--- config.mk ---
export PLATFORM = sky130hd
export DESIGN_NAME = ultrasonic_range_frame_parser_flat
export DESIGN_NICKNAME = d
export VERILOG_FILES = /design/src/sv/urfp_pkg.sv /design/src/sv/urfp_in_if.sv /design/src/sv/urfp_out_if.sv /design/src/sv/urfp_cfg_if.sv /design/src/sv/urfp_parse.sv /design/src/sv/urfp_out_buf.sv /design/src/sv/ultrasonic_range_frame_parser.sv /design/src/flat_wrapper.sv
export SDC_FILE = /design/constraint.sdc
export NUM_CORES = 1
export LEC_CHECK = 0
export BUFFER_PORTS_ARGS = -buffer_cell sky130_fd_sc_hd__clkbuf_2
export CAP_MARGIN = 20
export CORE_UTILIZATION = 27
export DETAILED_ROUTE_END_ITERATION = 8
export GPL_TIMING_DRIVEN = 0
export PLACE_DENSITY = 0.48
export SLEW_MARGIN = 10
export SYNTH_ARGS = -nofsm -noshare
export SYNTH_HDL_FRONTEND = slang
export SYNTH_SLANG_ARGS = --single-unit
--- constraint.sdc ---
create_clock -name clk -period 5.6 [get_ports clk]
set_input_delay 0.84 -clock clk [delete_from_list [all_inputs] [get_ports clk]]
set_output_delay 0.84 -clock clk [all_outputs]
set_load 0.03 [all_outputs]
--- src/sv/urfp_pkg.sv ---
`timescale 1ns / 1ps
// ============================================================================
// urfp_pkg
// Shared types and constants of the ultrasonic range frame parser.
// ============================================================================
package urfp_pkg;

    // frame header, timeout reset value and timer limit
    localparam logic [7:0]  FRAME_HEADER  = 8'hFF;
    localparam logic [15:0] TIMEOUT_RESET = 16'd300;
    localparam logic [15:0] TIMER_MAX     = 16'hFFFF;

    // input operation codes
    typedef enum logic {
        OP_BYTE = 1'b0,
        OP_TICK = 1'b1
    } op_t;

    // result status codes
    typedef enum logic [1:0] {
        ST_VALID    = 2'd0,
        ST_CHECKSUM = 2'd1,
        ST_TIMEOUT  = 2'd2
    } status_t;

    // one result item
    typedef struct packed {
        status_t     status;
        logic [15:0] distance_mm;
    } result_t;

endpackage

--- src/sv/urfp_in_if.sv ---
`timescale 1ns / 1ps
// ============================================================================
// urfp_in_if
// Input channel: one received byte or one millisecond tick per transfer.
// ============================================================================
interface urfp_in_if;
    logic       valid;
    logic       ready;
    logic       operation;
    logic [7:0] rx_byte;

    modport source (output valid, output operation, output rx_byte, input ready);
    modport sink   (input valid, input operation, input rx_byte, output ready);
endinterface

--- src/sv/urfp_out_if.sv ---
`timescale 1ns / 1ps
// ============================================================================
// urfp_out_if
// Result channel: status and distance per transfer.
// ============================================================================
interface urfp_out_if;
    logic        valid;
    logic        ready;
    logic [1:0]  status;
    logic [15:0] distance_mm;

    modport source (output valid, output status, output distance_mm, input ready);
    modport sink   (input valid, input status, input distance_mm, output ready);
endinterface

--- src/sv/urfp_cfg_if.sv ---
`timescale 1ns / 1ps
// ============================================================================
// urfp_cfg_if
// Configuration write channel carrying the timeout register value.
// ============================================================================
interface urfp_cfg_if;
    logic        valid;
    logic        ready;
    logic [15:0] data;

    modport source (output valid, output data, input ready);
    modport sink   (input valid, input data, output ready);
endinterface

--- src/sv/urfp_parse.sv ---
`timescale 1ns / 1ps
// ============================================================================
// urfp_parse
// Input register, frame state, timeout timer and result generation.
// ============================================================================
module urfp_parse (
    input  logic              clk,
    input  logic              rst_n,
    urfp_in_if.sink           in,
    urfp_cfg_if.sink          cfg,
    input  logic              res_ready,
    output logic              res_push,
    output urfp_pkg::result_t res
);
    import urfp_pkg::*;

    // frame byte counter codes
    localparam logic [1:0] CNT_IDLE   = 2'd0;
    localparam logic [1:0] CNT_HEADER = 2'd1;
    localparam logic [1:0] CNT_HIGH   = 2'd2;
    localparam logic [1:0] CNT_LOW    = 2'd3;

    logic        vld_reg;
    logic        op_reg;
    logic [7:0]  byte_reg;
    logic [15:0] timeout_reg;
    logic        hdr_reg,     hdr_next;
    logic [1:0]  cnt_reg,     cnt_next;
    logic [7:0]  high_reg,    high_next;
    logic [7:0]  low_reg,     low_next;
    logic [15:0] elapsed_reg, elapsed_next;
    logic        advance;
    logic [15:0] timer_inc;
    logic [7:0]  sum;

    // stage moves on when the result buffer has room
    assign advance  = vld_reg && res_ready;
    assign in.ready = !vld_reg || res_ready;
    assign cfg.ready = 1'b1;

    // input register
    always_ff @(posedge clk or negedge rst_n)
    begin
        if (!rst_n)
        begin
            vld_reg <= 1'b0;
        end
        else if (in.ready)
        begin
            vld_reg <= in.valid;
        end
    end

    always_ff @(posedge clk)
    begin
        if (in.ready && in.valid)
        begin
            op_reg   <= in.operation;
            byte_reg <= in.rx_byte;
        end
    end

    // timeout register
    always_ff @(posedge clk or negedge rst_n)
    begin
        if (!rst_n)
        begin
            timeout_reg <= TIMEOUT_RESET;
        end
        else if (cfg.valid && cfg.ready)
        begin
            timeout_reg <= cfg.data;
        end
    end

    // saturating timer and checksum
    assign timer_inc = (elapsed_reg == TIMER_MAX) ? elapsed_reg : elapsed_reg + 16'd1;
    assign sum       = FRAME_HEADER + high_reg + low_reg;

    // frame parsing
    always_comb
    begin
        hdr_next     = hdr_reg;
        cnt_next     = cnt_reg;
        high_next    = high_reg;
        low_next     = low_reg;
        elapsed_next = elapsed_reg;
        res_push     = 1'b0;
        res.status      = ST_VALID;
        res.distance_mm = '0;
        if (advance)
        begin
            if (op_t'(op_reg) == OP_TICK)
            begin
                elapsed_next = timer_inc;
                if (timer_inc > timeout_reg)
                begin
                    res_push     = 1'b1;
                    res.status   = ST_TIMEOUT;
                    hdr_next     = 1'b0;
                    cnt_next     = CNT_IDLE;
                    high_next    = '0;
                    low_next     = '0;
                    elapsed_next = '0;
                end
            end
            else if (!hdr_reg)
            begin
                if (byte_reg == FRAME_HEADER)
                begin
                    hdr_next = 1'b1;
                    cnt_next = CNT_HEADER;
                end
            end
            else
            begin
                unique case (cnt_reg)
                    CNT_HEADER:
                    begin
                        high_next = byte_reg;
                        cnt_next  = CNT_HIGH;
                    end
                    CNT_HIGH:
                    begin
                        low_next = byte_reg;
                        cnt_next = CNT_LOW;
                    end
                    default:
                    begin
                        res_push = 1'b1;
                        if (sum == byte_reg)
                        begin
                            res.status      = ST_VALID;
                            res.distance_mm = {high_reg, low_reg};
                        end
                        else
                        begin
                            res.status = ST_CHECKSUM;
                        end
                        hdr_next     = 1'b0;
                        cnt_next     = CNT_IDLE;
                        high_next    = '0;
                        low_next     = '0;
                        elapsed_next = '0;
                    end
                endcase
            end
        end
    end

    // frame state
    always_ff @(posedge clk or negedge rst_n)
    begin
        if (!rst_n)
        begin
            hdr_reg     <= 1'b0;
            cnt_reg     <= CNT_IDLE;
            high_reg    <= '0;
            low_reg     <= '0;
            elapsed_reg <= '0;
        end
        else
        begin
            hdr_reg     <= hdr_next;
            cnt_reg     <= cnt_next;
            high_reg    <= high_next;
            low_reg     <= low_next;
            elapsed_reg <= elapsed_next;
        end
    end

    // counter is nonzero exactly while a frame is open
    assert property (@(posedge clk) disable iff (!rst_n)
        hdr_reg == (cnt_reg != CNT_IDLE))
        else $error("frame counter out of step with header flag");

    // every result restarts the timer and the frame
    assert property (@(posedge clk) disable iff (!rst_n)
        res_push |=> (elapsed_reg == '0) && !hdr_reg)
        else $error("state not cleared after result");

    // timeouts come only from ticks, frame results only from bytes
    assert property (@(posedge clk) disable iff (!rst_n)
        res_push |-> ((res.status == ST_TIMEOUT) == (op_t'(op_reg) == OP_TICK)))
        else $error("result kind does not match operation");

    // a distance is reported only with a valid status
    assert property (@(posedge clk) disable iff (!rst_n)
        (res_push && res.status != ST_VALID) |-> (res.distance_mm == '0))
        else $error("distance reported with error status");

endmodule

--- src/sv/urfp_out_buf.sv ---
`timescale 1ns / 1ps
// ============================================================================
// urfp_out_buf
// Two-entry result buffer that decouples the output handshake from parsing.
// ============================================================================
module urfp_out_buf (
    input  logic              clk,
    input  logic              rst_n,
    input  logic              push,
    input  urfp_pkg::result_t push_data,
    output logic              room,
    urfp_out_if.source        out
);
    import urfp_pkg::*;

    result_t    mem_reg [2];
    logic       wr_ptr_reg;
    logic       rd_ptr_reg;
    logic [1:0] count_reg;
    logic       pop;

    assign room            = (count_reg != 2'd2);
    assign out.valid       = (count_reg != 2'd0);
    assign out.status      = mem_reg[rd_ptr_reg].status;
    assign out.distance_mm = mem_reg[rd_ptr_reg].distance_mm;
    assign pop             = out.valid && out.ready;

    // entry storage
    always_ff @(posedge clk)
    begin
        if (push)
        begin
            mem_reg[wr_ptr_reg] <= push_data;
        end
    end

    // pointers and fill count
    always_ff @(posedge clk or negedge rst_n)
    begin
        if (!rst_n)
        begin
            wr_ptr_reg <= 1'b0;
            rd_ptr_reg <= 1'b0;
            count_reg  <= 2'd0;
        end
        else
        begin
            if (push)
            begin
                wr_ptr_reg <= !wr_ptr_reg;
            end
            if (pop)
            begin
                rd_ptr_reg <= !rd_ptr_reg;
            end
            unique case ({push, pop})
                2'b10:   count_reg <= count_reg + 2'd1;
                2'b01:   count_reg <= count_reg - 2'd1;
                default: count_reg <= count_reg;
            endcase
        end
    end

endmodule

--- src/sv/ultrasonic_range_frame_parser.sv ---
`timescale 1ns / 1ps
// ============================================================================
// ultrasonic_range_frame_parser
// Parses 0xFF-headed four-byte range frames and reports distance or errors.
// ============================================================================
// Each input transfer is a received UART byte or a one millisecond tick. A
// transfer is taken every cycle unless the input register holds an item and
// the two-entry result buffer is full, so throughput is one item per clock.
// An item is parsed in the cycle it leaves the input register, which needs
// room in the result buffer. Its result, if any, is written to the buffer
// at the end of that cycle and offered on the output channel from the next
// cycle. A frame yields a distance in mm or a checksum error. A tick count
// above timeout_reg yields a timeout and drops any partial frame. The
// timeout register is written through cfg at any time the block is idle
// and resets to 300.
module ultrasonic_range_frame_parser (
    input  logic        clk,
    input  logic        rst_n,
    urfp_in_if.sink     in,
    urfp_out_if.source  out,
    urfp_cfg_if.sink    cfg
);
    import urfp_pkg::*;

    logic    res_ready;
    logic    res_push;
    result_t res;

    // parse stage
    urfp_parse u_parse (
        .clk       (clk),
        .rst_n     (rst_n),
        .in        (in),
        .cfg       (cfg),
        .res_ready (res_ready),
        .res_push  (res_push),
        .res       (res)
    );

    // result buffer
    urfp_out_buf u_out_buf (
        .clk       (clk),
        .rst_n     (rst_n),
        .push      (res_push),
        .push_data (res),
        .room      (res_ready),
        .out       (out)
    );

endmodule
--- src/flat_wrapper.sv ---
// flat-port wrapper written by rule: the top's interface ports become plain ports
module ultrasonic_range_frame_parser_flat import urfp_pkg::*;
  (clk, rst_n, in_valid, in_operation, in_rx_byte, in_ready, out_valid, out_status, out_distance_mm, out_ready, cfg_valid, cfg_data, cfg_ready);
  urfp_in_if in_i ();
  urfp_out_if out_i ();
  urfp_cfg_if cfg_i ();
  input  logic clk;
  input  logic rst_n;
  input wire logic [$bits(in_i.valid)-1:0] in_valid;
  input wire logic [$bits(in_i.operation)-1:0] in_operation;
  input wire logic [$bits(in_i.rx_byte)-1:0] in_rx_byte;
  output wire logic [$bits(in_i.ready)-1:0] in_ready;
  output wire logic [$bits(out_i.valid)-1:0] out_valid;
  output wire logic [$bits(out_i.status)-1:0] out_status;
  output wire logic [$bits(out_i.distance_mm)-1:0] out_distance_mm;
  input wire logic [$bits(out_i.ready)-1:0] out_ready;
  input wire logic [$bits(cfg_i.valid)-1:0] cfg_valid;
  input wire logic [$bits(cfg_i.data)-1:0] cfg_data;
  output wire logic [$bits(cfg_i.ready)-1:0] cfg_ready;
  assign in_i.valid = in_valid;
  assign in_i.operation = in_operation;
  assign in_i.rx_byte = in_rx_byte;
  assign in_ready = in_i.ready;
  assign out_valid = out_i.valid;
  assign out_status = out_i.status;
  assign out_distance_mm = out_i.distance_mm;
  assign out_i.ready = out_ready;
  assign cfg_i.valid = cfg_valid;
  assign cfg_i.data = cfg_data;
  assign cfg_ready = cfg_i.ready;
  ultrasonic_range_frame_parser u_core (.clk(clk), .rst_n(rst_n), .in(in_i), .out(out_i), .cfg(cfg_i));
endmodule
# Word level (Yosys, flattened, before mapping)
# Memory sizes are Yosys's and may differ from the RTL's.
# Index checks and enable logic that the tools add are counted.
[totals] regBits=65 mem_bits_rw=36 out_inout_bits=21 elab_cells=86 n_memories=1
[memory_table] memory="u_core.u_out_buf.mem_reg" depth=2 word_bits=18 read_ports=1 rd_ports_with_merged_regs=0 write_ports=1 line="urfp_out_buf.sv:16" source="result_t mem_reg [2];"
[op_classes] n_addsub=5 magnitude_cmp=1 eq_ne=12 muxes=38 reduce_logical=17
[op_table] cell="$mux 16" count=7
[op_table] cell="$mux 18" count=3
[op_table] cell="$mux 8" count=5
[op_table] cell="$pmux 8 s2" count=2
[op_table] cell="$add 16x1->16 const B" count=1
[op_table] cell="$eq 16x16->1 const B" count=1
[op_table] cell="$gt 16x16->1" count=1
[op_table] cell="$mux 1" count=13
[op_table] cell="$mux 2" count=6
[op_table] cell="$add 8x8->8" count=1
[op_table] cell="$add 8x8->8 const A" count=1
[op_table] cell="$eq 8x8->1" count=1
[op_table] cell="$eq 8x8->1 const B" count=1
[op_table] cell="$pmux 2 s2" count=2
[op_table] cell="$reduce_and 4->1" count=2
[op_table] cell="$ne 2x2->1 const B" count=3
[op_table] cell="$reduce_and 3->1" count=2
[op_table] cell="$reduce_bool 2->1" count=3
[op_table] cell="$eq 2x1->1 const B" count=2
[op_table] cell="$eq 2x2->1 const B" count=2
[op_table] cell="$ne 2x1->1 const B" count=2
[op_table] cell="$logic_and 1x1->1" count=3
[op_table] cell="$logic_not 1->1" count=3
[op_table] cell="$reduce_bool 3->1" count=1
[op_table] cell="5 further kinds" count=5

# Logic depth before layout (Yosys ltp)
# Gate-level depths: netlist (run 1).
[depth] ltp_word=8 mapped_depth=17 mapped_depth_nobuf=16

# Hierarchy
# Synthesis (run 1) repeated with hierarchy kept, for this count alone.
[hier_totals] cells_unflattened=528 hier_area_um2=5688.0
[modules_own_cells] module="urfp_parse" n_inst=1 cells_each=455 area_per_inst_um2=4184.0 seq_area_each_um2=1576.5
[modules_own_cells] module="urfp_out_buf" n_inst=1 cells_each=73 area_per_inst_um2=1503.9 seq_area_each_um2=1181.1

# Least setup slack after synthesis (run 1)
# No wires, ideal clock.
[synth_path] path_kind="reg2reg" startpoint="reg u_core.u_parse.elapsed_reg[0]" endpoint="mem u_core.u_out_buf.mem_reg[1][0] in the netlist's numbering, enable pin" setup_ns=0.393 arrival_ns=3.729 slack_ns=1.479 path_stages_with_launch=15 path_cell_list="dfrtp_1 > ha_1 > nand4_1 > or4_1 > clkbuf_1 > nand4_1 > nor2_1 > or2_2 > ha_1 > nand4_1 > nor4_1 > a21boi_0 > o31a_1 > o21ai_2 > nor2_1"
[synth_via] elab_chain_len=8 word_cells_on_any_way=9 cone_classes="add/sub: 1; order compare: 1; eq/ne: 1; mux: 6"
[synth_rtl] item="start, declared" line="urfp_parse.sv:31" source="logic [15:0] elapsed_reg, elapsed_next;"
[synth_rtl] item="start signal, assigned" line="urfp_parse.sv:168" source="elapsed_reg <= elapsed_next;"
[synth_rtl] item="$add 16x1->16 / $eq 16x16->1 (equally long branches)" line="urfp_parse.sv:77" source="assign timer_inc = (elapsed_reg == TIMER_MAX) ? elapsed_reg : elapsed_reg + 16'd1;"
[synth_rtl] item="$mux 16 (*)" line="urfp_parse.sv:77"
[synth_rtl] item="$gt 16x16->1 (*)" line="urfp_parse.sv:96" source="if (timer_inc > timeout_reg)"
[synth_rtl] item="$mux 1 (*)" line="urfp_parse.sv:96"
[synth_rtl] item="$mux 1 (*)" line="urfp_parse.sv:93" source="if (op_t'(op_reg) == OP_TICK)"
[synth_rtl] item="$mux 1 (*)" line="urfp_parse.sv:91" source="if (advance)"
[synth_rtl] item="$mux 1 (*)" line="urfp_out_buf.sv:31" source="if (push)"
[synth_rtl] item="$mux 1 (implied by the code) (*)" line="urfp_out_buf.sv:33" source="mem_reg[wr_ptr_reg] <= push_data;"
[synth_rtl] item="end, declared" line="urfp_out_buf.sv:16"
# Every way passes the cells marked *; elsewhere a longest branch is shown, timed or not.

# Final worst setup path (run 1)
[layout_path] startpoint="reg u_core.u_parse.elapsed_reg[0]" endpoint="mem u_core.u_out_buf.mem_reg[1][7] in the netlist's numbering, enable pin"
# Same word-level chain as after synthesis.

==> results of run 1 <==
==> layer usage <==
metal	vias to the layer above	routed length, um	global-route usage (%)
met1	1821	5520	15.2
met2	88	5690	20.3
li1	1907	-	-
met3	10	556	3.66
met4	0	103	3.36
met5	-	0	0
==> critical path, stage by stage (launching register included) <==
cell      delay [ps]
dfrtp_1          450
ha_1             340
nand4_1          160
nor4_1           810
nor3_1           150
xor2_1           210
ha_1             290
nand2_1           90
nor4_1           400
a21boi_0         320
o31a_1           360
o21ai_2          150
nor2_2           430
buf_6            230
==> path summary, 6_finish.rpt <==
check	end	slack, ps
setup / recovery	u_core.u_out_buf.mem_reg[1][7]	910
hold / removal	u_core.u_out_buf.count_reg[1]	510
setup reg to reg	u_core.u_out_buf.mem_reg[1][7]	910
hold reg to reg	u_core.u_out_buf.count_reg[1]	510
max in group asynchronous	u_core.u_parse.elapsed_reg[11]	4460
min in group asynchronous	u_core.u_parse.timeout_reg[13]	600
==> final cells by class <==
class / instances / share of cell area, %
Buffer: 16 / 1.21
Timing Repair Buffer: 51 / 4.28
Sequential cell: 101 / 43.7
Tap cell: 265 / 5.25
Clock inverter: 7 / 1.45
Inverter: 49 / 2.91
Multi-Input combinational cell: 333 / 37.6
Clock buffer: 9 / 3.57
==> cell usage after synthesis, types with 9 or more instances <==
cell | n | area (um2)
nand2_1 | 54 | 203
dfrtp_1 | 52 | 1300
inv_1 | 49 | 184
edfxtp_1 | 45 | 1350
ha_1 | 33 | 413
nor2_1 | 22 | 82.6
o21ai_0 | 21 | 105
a22o_1 | 20 | 175
mux2_2 | 20 | 225
xnor2_1 | 15 | 131
a21oi_1 | 14 | 70.1
and2_1 | 14 | 87.6
nor3_1 | 13 | 65.1
nand4_1 | 12 | 75.1
nand3_1 | 11 | 55.1
clkbuf_1 | 9 | 33.8
==> stage by stage <==
stage | utilization (%) | setup slack (ps) | std cells | hold WS [ps]
6_report | 32.3 | 908 | 831 | 514
5_1_grt | 32.3 | 628 | 831 | 536
4_1_cts | 32.3 | 947 | 831 | 520
3_5_place_dp | 30.7 | 978 | 815 | 505
3_3_place_gp | 30.5 | 404 | 813 | 484
2_1_floorplan | - | 1480 | 499 | 468
==> kinds of logic after synthesis <==
family | after synthesis
XOR/XNOR | 24
flip-flops | 101
adder cells (fa/ha/maj) | 34
buffers and inverters | 65
AO/OA/AOI/OAI | 93
other | 1
AND/OR/NAND/NOR | 161
multiplexers | 20
==> cell usage in the layout (no fill, tap or decap), types with 11 or more instances in the layout <==
cell type / instances
nand2_1: 54
dfrtp_1: 52
inv_1: 49
clkbuf_2: 49
edfxtp_1: 45
ha_1: 33
o21ai_0: 21
nor2_1: 20
mux2_2: 20
a22o_1: 20
xnor2_1: 15
and2_1: 14
a21oi_1: 14
nor3_1: 13
nand4_1: 12
nand3_1: 11
==> power breakdown <==
part	total (uW)	internal, uW	switching (uW)
logic	403	155	248
clock network	655	357	297
registers	883	831	52.3
total	1940	1340	598
==> impl_metrics.ini, run 1 <==
[run_status]
status = finished, final reports clean

[die]
ioPinCount = 51
row_count = 51
core_region_area_um2 = 19500
die_w_um = 143
die_h_um = 143
start_util_pct = 27.6
dieArea_um2 = 20500

[sta]
fin_tns_setup_ps = 0
fmax_mhz = 213
worstMarginPinSlew_ps = 1030
skew_ps = 11.2
hold_viol = 0
maxSlewViolCount = 0
post-route-period-util_pct = 83.8
rsz0062_at_grt = false
slew-limit-headroom_pct = 30.8
fin_crit_ps = 4690
setup_viol = 0

[worst_setup_path]
cp-end-kind = flop
timing.rr.start = u_core.u_parse.elapsed_reg[0]
start_kind = flop
worstPathArrival_ps = 4750
cp_max_fo = 10
reg2reg_depth = 13
critPathRequiredTime_ps = 5660
critPathKind = flop to flop
crit_start = u_core.u_parse.elapsed_reg[0]

[yosys]
synthCells = 499
yosys.area_share.simple_pct = 15.5
synth_top_family_by_area = simple AND/OR/NAND/NOR gates
synth-xor-area-share_pct = 4.18
synth_top_flop_cell = dfrtp_1
synth_warnings = 0
synth_area_um2 = 5390
synth_edf_count = 45
async_flop_share_pct = 55.4
synth_compound_area_share_pct = 12.1
synth.net_count = 563
synth_fa_ha_area_share_pct = 8.04
syn_avg_cell_area_um2 = 10.8
synth.area.mux_share_pct = 4.18
ys_seq_area_share_pct = 51.2
ys_seq_elements = 101
synth_cell_types = 54

[clock_network]
cts_resized = 0
cts_hold_buf = 0
cts_root_buf = clkbuf_16
clockBufferDepth = 2
clkLatencyLatePin_ps = 360
cts_sinks = 101
htree_levels = 3
post_cts_buffers = 0
clk_pin_slew_worst_paths_ps = 70
cts_buffers = 9
cts_tree = done

[detailed_routing]
drtPass1Iterations = 6
ant_nets = 0
wl_per_cell_um = 14.3
via_per_inst = 4.60
drc = 0
drt_iter0_drc = 170
vias = 3826
routed_wl_um = 11900

[layout]
area_delta_synth_final_pct = 17.1
antennaDiodeCount = 0
nNetsFinal = 625
design_area_um2 = 6310
fillers = 2030
largest_reg_flops = 36
seq_area_um2 = 2760
layout-drive-gt1-share_pct = 20.1
multi_input_area_um2 = 2370

[worst_hold_path]
worstHoldPathCells = 1
hold_class = flop to flop
min-delay-start = u_core.u_out_buf.count_reg[1]

[global_route]
overflow = 0
grt_max_degree = 57
grt_first_pass_wirelength_um = 19000
antenna_found_initial = 0
gr-usage-all-layers_pct = 12.2
grt_pass1_vias = 3706

[job]
maxCapViolCount = 0

[place]
dpl.hpwl_um = 8960
gp_congestion = 0.829
io_buffers = 49
placed_area_um2 = 5990

[power_and_ir_drop]
peakVddDrop_mv = 0.150
power.leakage_uw = 0.00253
p_total_uw = 1940
cellPowerDensity_nw_per_um2 = 308
Power figures use the tool's default switching activity.
==> inputs of run 2 (changes only) <==
--- a/config.mk
+++ b/config.mk
@@ -10,7 +10,7 @@
 export CORE_UTILIZATION = 27
 export DETAILED_ROUTE_END_ITERATION = 8
 export GPL_TIMING_DRIVEN = 0
-export PLACE_DENSITY = 0.48
+export PLACE_DENSITY = 0.49
 export SLEW_MARGIN = 10
 export SYNTH_ARGS = -nofsm -noshare
 export SYNTH_HDL_FRONTEND = slang
==> constraint.sdc (replaced) <==
create_clock -name clk -period 3.9 [get_ports clk]
set_input_delay 0.585 -clock clk [delete_from_list [all_inputs] [get_ports clk]]
set_output_delay 0.585 -clock clk [all_outputs]
set_load 0.03 [all_outputs]
==> run 2 against run 1 <==
- routed wire length grew 4.0%
- total power grew 49%
- global-route usage grew 0.36 points
- clock power grew 43%
- largest cell class unchanged
- fmax grew 22%
- final area grew 5.8%
- sequential cell count is the same
- combinational power grew 67%
- core utilization grew 1.9 points
==> impl_metrics.ini, run 2 (same netlist as run 1, synthesis figures left out) <==
[worst_setup_path]
reg2reg_depth = 16
crit_start = u_core.u_parse.elapsed_reg[0]
start_kind = flop
worstPathArrival_ps = 4140
r2r_slack_ps = 50
worstSetupEndpoint = u_core.u_parse.low_reg[1]
critPathRequiredTime_ps = 4180
reg2reg_to = u_core.u_parse.low_reg[1]
timing.rr.start = u_core.u_parse.elapsed_reg[0]
cp_max_fo = 8
cp-end-kind = flop
critPathKind = flop to flop

[job]
maxCapViolCount = 0

[power_and_ir_drop]
p_seq_share_pct = 44.2
p_total_uw = 2890
peakVddDrop_mv = 0.240
power.leakage_uw = 0.00268
switchingPower_uw = 904
clkPwrFrac_pct = 32.5
p_sw_share_pct = 31.3
pwr-share-comb_pct = 23.3
cellPowerDensity_nw_per_um2 = 432
p_int_uw = 1980

[clock_network]
clockBufferDepth = 2
cts_root_buf = clkbuf_16
cts_sinks = 101
cts_buffers = 9
cts_tree = done
cts_hold_buf = 0
clkLatencyLatePin_ps = 360
htree_levels = 3
clk_pin_slew_worst_paths_ps = 70

[place]
io_buffers = 49
dpl.hpwl_um = 8890
gp_congestion = 0.840

[layout]
largest_reg_flops = 36
final_util_pct = 34.2
layout_commonest_cell = nand2_1
final_cell_mix = 53 x nand2_1, 49 x inv_1, 49 x clkbuf_2, 49 x dfrtp_1, 45 x edfxtp_1
antennaDiodeCount = 0
layout-drive-gt1-share_pct = 27.3
area_delta_synth_final_pct = 24.0
nNetsFinal = 642

[run_status]
status = finished, final reports clean

[die]
dieArea_um2 = 20500
start_util_pct = 27.6
core_region_area_um2 = 19500
ioPinCount = 51
die_h_um = 143
die_w_um = 143
row_count = 51

[global_route]
grt_pass1_vias = 3813
antenna_found_initial = 0
grt_max_degree = 57
grt_first_pass_wirelength_um = 19600
gr-usage-all-layers_pct = 12.5
overflow = 0

[sta]
hold_viol = 0
worstMarginPinSlew_ps = 1090
maxSlewViolCount = 0
setup_viol = 0
rsz0062_at_grt = true
fin_crit_ps = 3850
fin_tns_setup_ps = 0
post-route-period-util_pct = 98.8
slew-limit-headroom_pct = 27.2
fmax_mhz = 260
skew_ps = 12.0

[detailed_routing]
wl_per_cell_um = 14.6
routed_wl_um = 12300
drt_iter0_drc = 221
ant_nets = 0
drc = 0
drtPass1Iterations = 5
via_per_inst = 4.68
vias = 3968

[worst_hold_path]
hold_class = input pin to asynchronous set/reset pin
[run 2: power by group through the flow]
stage               Clock [uW]  Combinational (uW)  Sequential [uW]
global route              1010                 755             1290
detailed placement           0                 592             1290
floorplan                    0                 427             1270
CTS                        960                 626             1280
global placement             0                 573             1290
finish                     938                 672             1270
[run 2: layout make-up]
| type | instances | area [um2] |
|---|---|---|
| inverters | 49 | 184 |
| flip-flops and latches | 101 | 2760 |
| clock inverters | 6 | 77.6 |
| fillers | 1989 | 12800 |
| repair buffers | 69 | 457 |
| well taps | 265 | 332 |
| clock buffers | 10 | 229 |
| plain buffers | 14 | 71.3 |
| multi-input cells | 334 | 2570 |
[run 2: worst min path at each step]
stage	slack [ps]	cells after the start	end
2_1_floorplan	290	0	u_core.u_out_buf.count_reg[0]
3_3_place_gp	480	1	u_core.u_out_buf.wr_ptr_reg
3_5_place_dp	500	1	u_core.u_parse.cnt_reg[0]
4_1_cts	370	1	u_core.u_parse.timeout_reg[11]
5_1_grt	380	1	u_core.u_parse.byte_reg[7]
6_report	340	1	u_core.u_parse.timeout_reg[11]
[run 2: repair_timing]
item / CTS / global route
gates cloned: 0 / 2
endpoints found under the hold margin: 0 / 0
resized for setup: 21 / 20
buffers inserted: 7 / 10
pin swaps: 6 / 20
endpoints found under the setup margin: 76 / 63
[run 2: routing by layer]
metal	up-vias	wire (um)	global-route usage (%)
met2	107	6010	21.4
met3	11	631	3.59
li1	1941	-	-
met5	-	0	0
met4	0	121	3.02
met1	1909	5580	15.5
[run 2: critical path, cell delays in order (launching register included)]
cell	delay [ps]
dfrtp_2	440
ha_4	180
nand4_1	170
or4_4	630
buf_4	170
buf_4	130
nand3_2	80
xnor2_2	80
ha_2	190
a21oi_2	110
nor3_1	50
or4_4	490
o31a_1	330
buf_4	160
buf_4	150
o21ai_4	250
a22o_1	180
[run 2: stage by stage]
step / instance area (um2) / worst slack [ps] / instances / hold WS (ps)
floorplan: 5390 / -221 / 499 / 289
global placement: 5960 / -1330 / 813 / 482
detailed placement: 6000 / -696 / 815 / 502
CTS: 6470 / 15.5 / 837 / 374
global route: 6680 / -170 / 848 / 385
finish: 6680 / 47.6 / 848 / 339
==> inputs of run 3 (changes only) <==
--- a/config.mk
+++ b/config.mk
@@ -7,11 +7,14 @@
 export LEC_CHECK = 0
 export BUFFER_PORTS_ARGS = -buffer_cell sky130_fd_sc_hd__clkbuf_2
 export CAP_MARGIN = 20
+export CELL_PAD_IN_SITES_DETAIL_PLACEMENT = 1
+export CELL_PAD_IN_SITES_GLOBAL_PLACEMENT = 2
 export CORE_UTILIZATION = 27
 export DETAILED_ROUTE_END_ITERATION = 8
 export GPL_TIMING_DRIVEN = 0
-export PLACE_DENSITY = 0.49
+export PLACE_DENSITY = 0.66
 export SLEW_MARGIN = 10
 export SYNTH_ARGS = -nofsm -noshare
 export SYNTH_HDL_FRONTEND = slang
 export SYNTH_SLANG_ARGS = --single-unit
+export TNS_END_PERCENT = 30
==> run 3 against run 2 <==
- cell count grew 0.35%
- routed wire length grew 12%
- non-clock buffer count grew 4
- critical endpoint is now u_core.u_out_buf.mem_reg[1][10]
- sequential cell count is the same
- largest power group unchanged
- sequential share of layout area shrank 0.22 points
- largest cell class unchanged
- combinational power grew 3%
- sequential power is essentially flat
==> impl_metrics.ini, run 3 (same netlist as run 1, synthesis figures left out) <==
[global_route]
grt_first_pass_wirelength_um = 22200
gr-usage-all-layers_pct = 14.2
grt_max_degree = 30
grt_pass1_vias = 4155
overflow = 0
antenna_found_initial = 0

[sta]
rsz0062_at_grt = true
fmax_mhz = 261
skew_ps = 11.7
hold_viol = 0
fin_ws_ps = 65.8
worstMarginPinSlew_ps = 1020
slew-limit-headroom_pct = 32.1
holdWs_ps = 186
setup_viol = 0
maxSlewViolCount = 0
post-route-period-util_pct = 98.3
fin_crit_ps = 3830

[detailed_routing]
ant_nets = 0
vias = 4001
wl_per_cell_um = 16.3
via_per_inst = 4.70
drc = 0
routed_wl_um = 13800
drtPass1Iterations = 4
drt_iter0_drc = 158

[worst_setup_path]
cp-end-kind = flop
critPathKind = flop to flop
cp_max_fo = 7
r2r_slack_ps = 70
critPathRequiredTime_ps = 3980
start_kind = flop
reg2reg_to = u_core.u_out_buf.mem_reg[1][10]
worstPathArrival_ps = 3920
reg2reg_depth = 15
timing.rr.start = u_core.u_parse.elapsed_reg[0]

[layout]
antennaDiodeCount = 0
largest_reg_flops = 36
fillers = 2195
final_cell_mix = 51 x nand2_1, 49 x inv_1, 48 x clkbuf_2
instances_no_fill = 851
multi_input_area_um2 = 2600
seq_area_um2 = 2770
design_area_um2 = 6730
nNetsFinal = 645
layout-drive-gt1-share_pct = 29.0
layout_commonest_cell = nand2_1
final_util_pct = 34.5
area_delta_synth_final_pct = 24.9

[worst_hold_path]
hold_class = input pin to asynchronous set/reset pin

[place]
dpl.hpwl_um = 10100
placed_cells = 816
io_buffers = 49
placed_area_um2 = 6020
gp_congestion = 0.789
dp_slack_ps = -545

[clock_network]
cts_buffers = 9
cts_sinks = 101
clkLatencyLatePin_ps = 370
cts_root_buf = clkbuf_16
htree_levels = 3
clk_pin_slew_worst_paths_ps = 80
cts_hold_buf = 0
clockBufferDepth = 2
cts_tree = done

[run_status]
status = finished, final reports clean

[die]
start_util_pct = 27.6
dieArea_um2 = 20500
ioPinCount = 51
die_h_um = 143
row_count = 51
core_region_area_um2 = 19500
die_w_um = 143

[job]
maxCapViolCount = 0

[power_and_ir_drop]
cellPowerDensity_nw_per_um2 = 428
power.leakage_uw = 0.00268
peakVddDrop_mv = 0.224
[run 3: cell count changes in the layout (fill, tap and decap cells not counted), sizes merged]
cell / before / now
buf: 25 / 30
bufinv: 1 / 0
clkbuf: 68 / 66
clkinv: 1 / 3
clkinvlp: 1 / 0
inv: 52 / 53
o21ai: 27 / 26
[run 3: critical path: stages, from the launching register on]
cell and delay (ps):
dfrtp_2 400, ha_4 170, nand4_1 180, or4_4 630, nand4_1 140, nor2_2 60, or2_4 240, ha_4 270
nand4_1 140, nor4_4 270, a21boi_2 220, o31a_1 240, o21ai_4 100, buf_6 140, nor2_4 170, clkbuf_16 190
[run 3: area by class of cell]
| class | count | area share, % |
|---|---|---|
| timing repair buffer | 73 | 7.20 |
| multi-input combinational | 333 | 38.6 |
| sequential | 101 | 41.1 |
| buffer | 14 | 1.10 |
| tap | 265 | 4.93 |
| clock inverter | 7 | 0.986 |
| inverter | 49 | 2.73 |
| clock buffer | 9 | 3.35 |
[run 3: layer usage]
layer	vias to the layer above	wire length, um	track usage [%]
li1	1944	-	-
met2	47	7050	24.6
met5	-	0	0
met1	1995	6160	17.5
met3	15	334	2.38
met4	0	301	5.88
[run 3: where the power goes]
group	switching [uW]	internal, uW	leakage, uW
Sequential	76.9	1200	0.00106
Combinational	414	276	0.00148
Clock	466	450	0.000143
Total	957	1920	0.00268
[run 3: worst max path at each step]
stage / slack (ps) / to / depth (start not counted) / start
final: 70 / u_core.u_out_buf.mem_reg[1][10] / 15 / u_core.u_parse.elapsed_reg[0]
after global routing: -80 / u_core.u_out_buf.mem_reg[1][0] / 14 / u_core.u_parse.elapsed_reg[14]
after CTS: -30 / u_core.u_out_buf.count_reg[1] / 14 / u_core.u_parse.elapsed_reg[7]
after detailed placement: -540 / u_core.u_out_buf.mem_reg[1][5] / 15 / u_core.u_parse.elapsed_reg[0]
after global placement: -1270 / u_core.u_out_buf.mem_reg[0][5] / 12 / u_core.u_parse.elapsed_reg[0]
after floorplan: -220 / u_core.u_out_buf.mem_reg[1][0] / 14 / u_core.u_parse.elapsed_reg[0]
[run 3: metrics by stage]
step                setup TNS (ps)  total power [uW]
floorplan                    -7970              1690
global placement            -49810              1870
detailed placement          -24080              1900
CTS                          -27.0              2870
global route                 -1240              3030
finish                           0              2880
[run 3: repair_timing]
item / in CTS / in global routing
resized for setup: 23 / 32
cloned: 0 / 1
pin swaps: 8 / 12
setup buffers: 11 / 8
setup endpoints to repair: 76 / 67
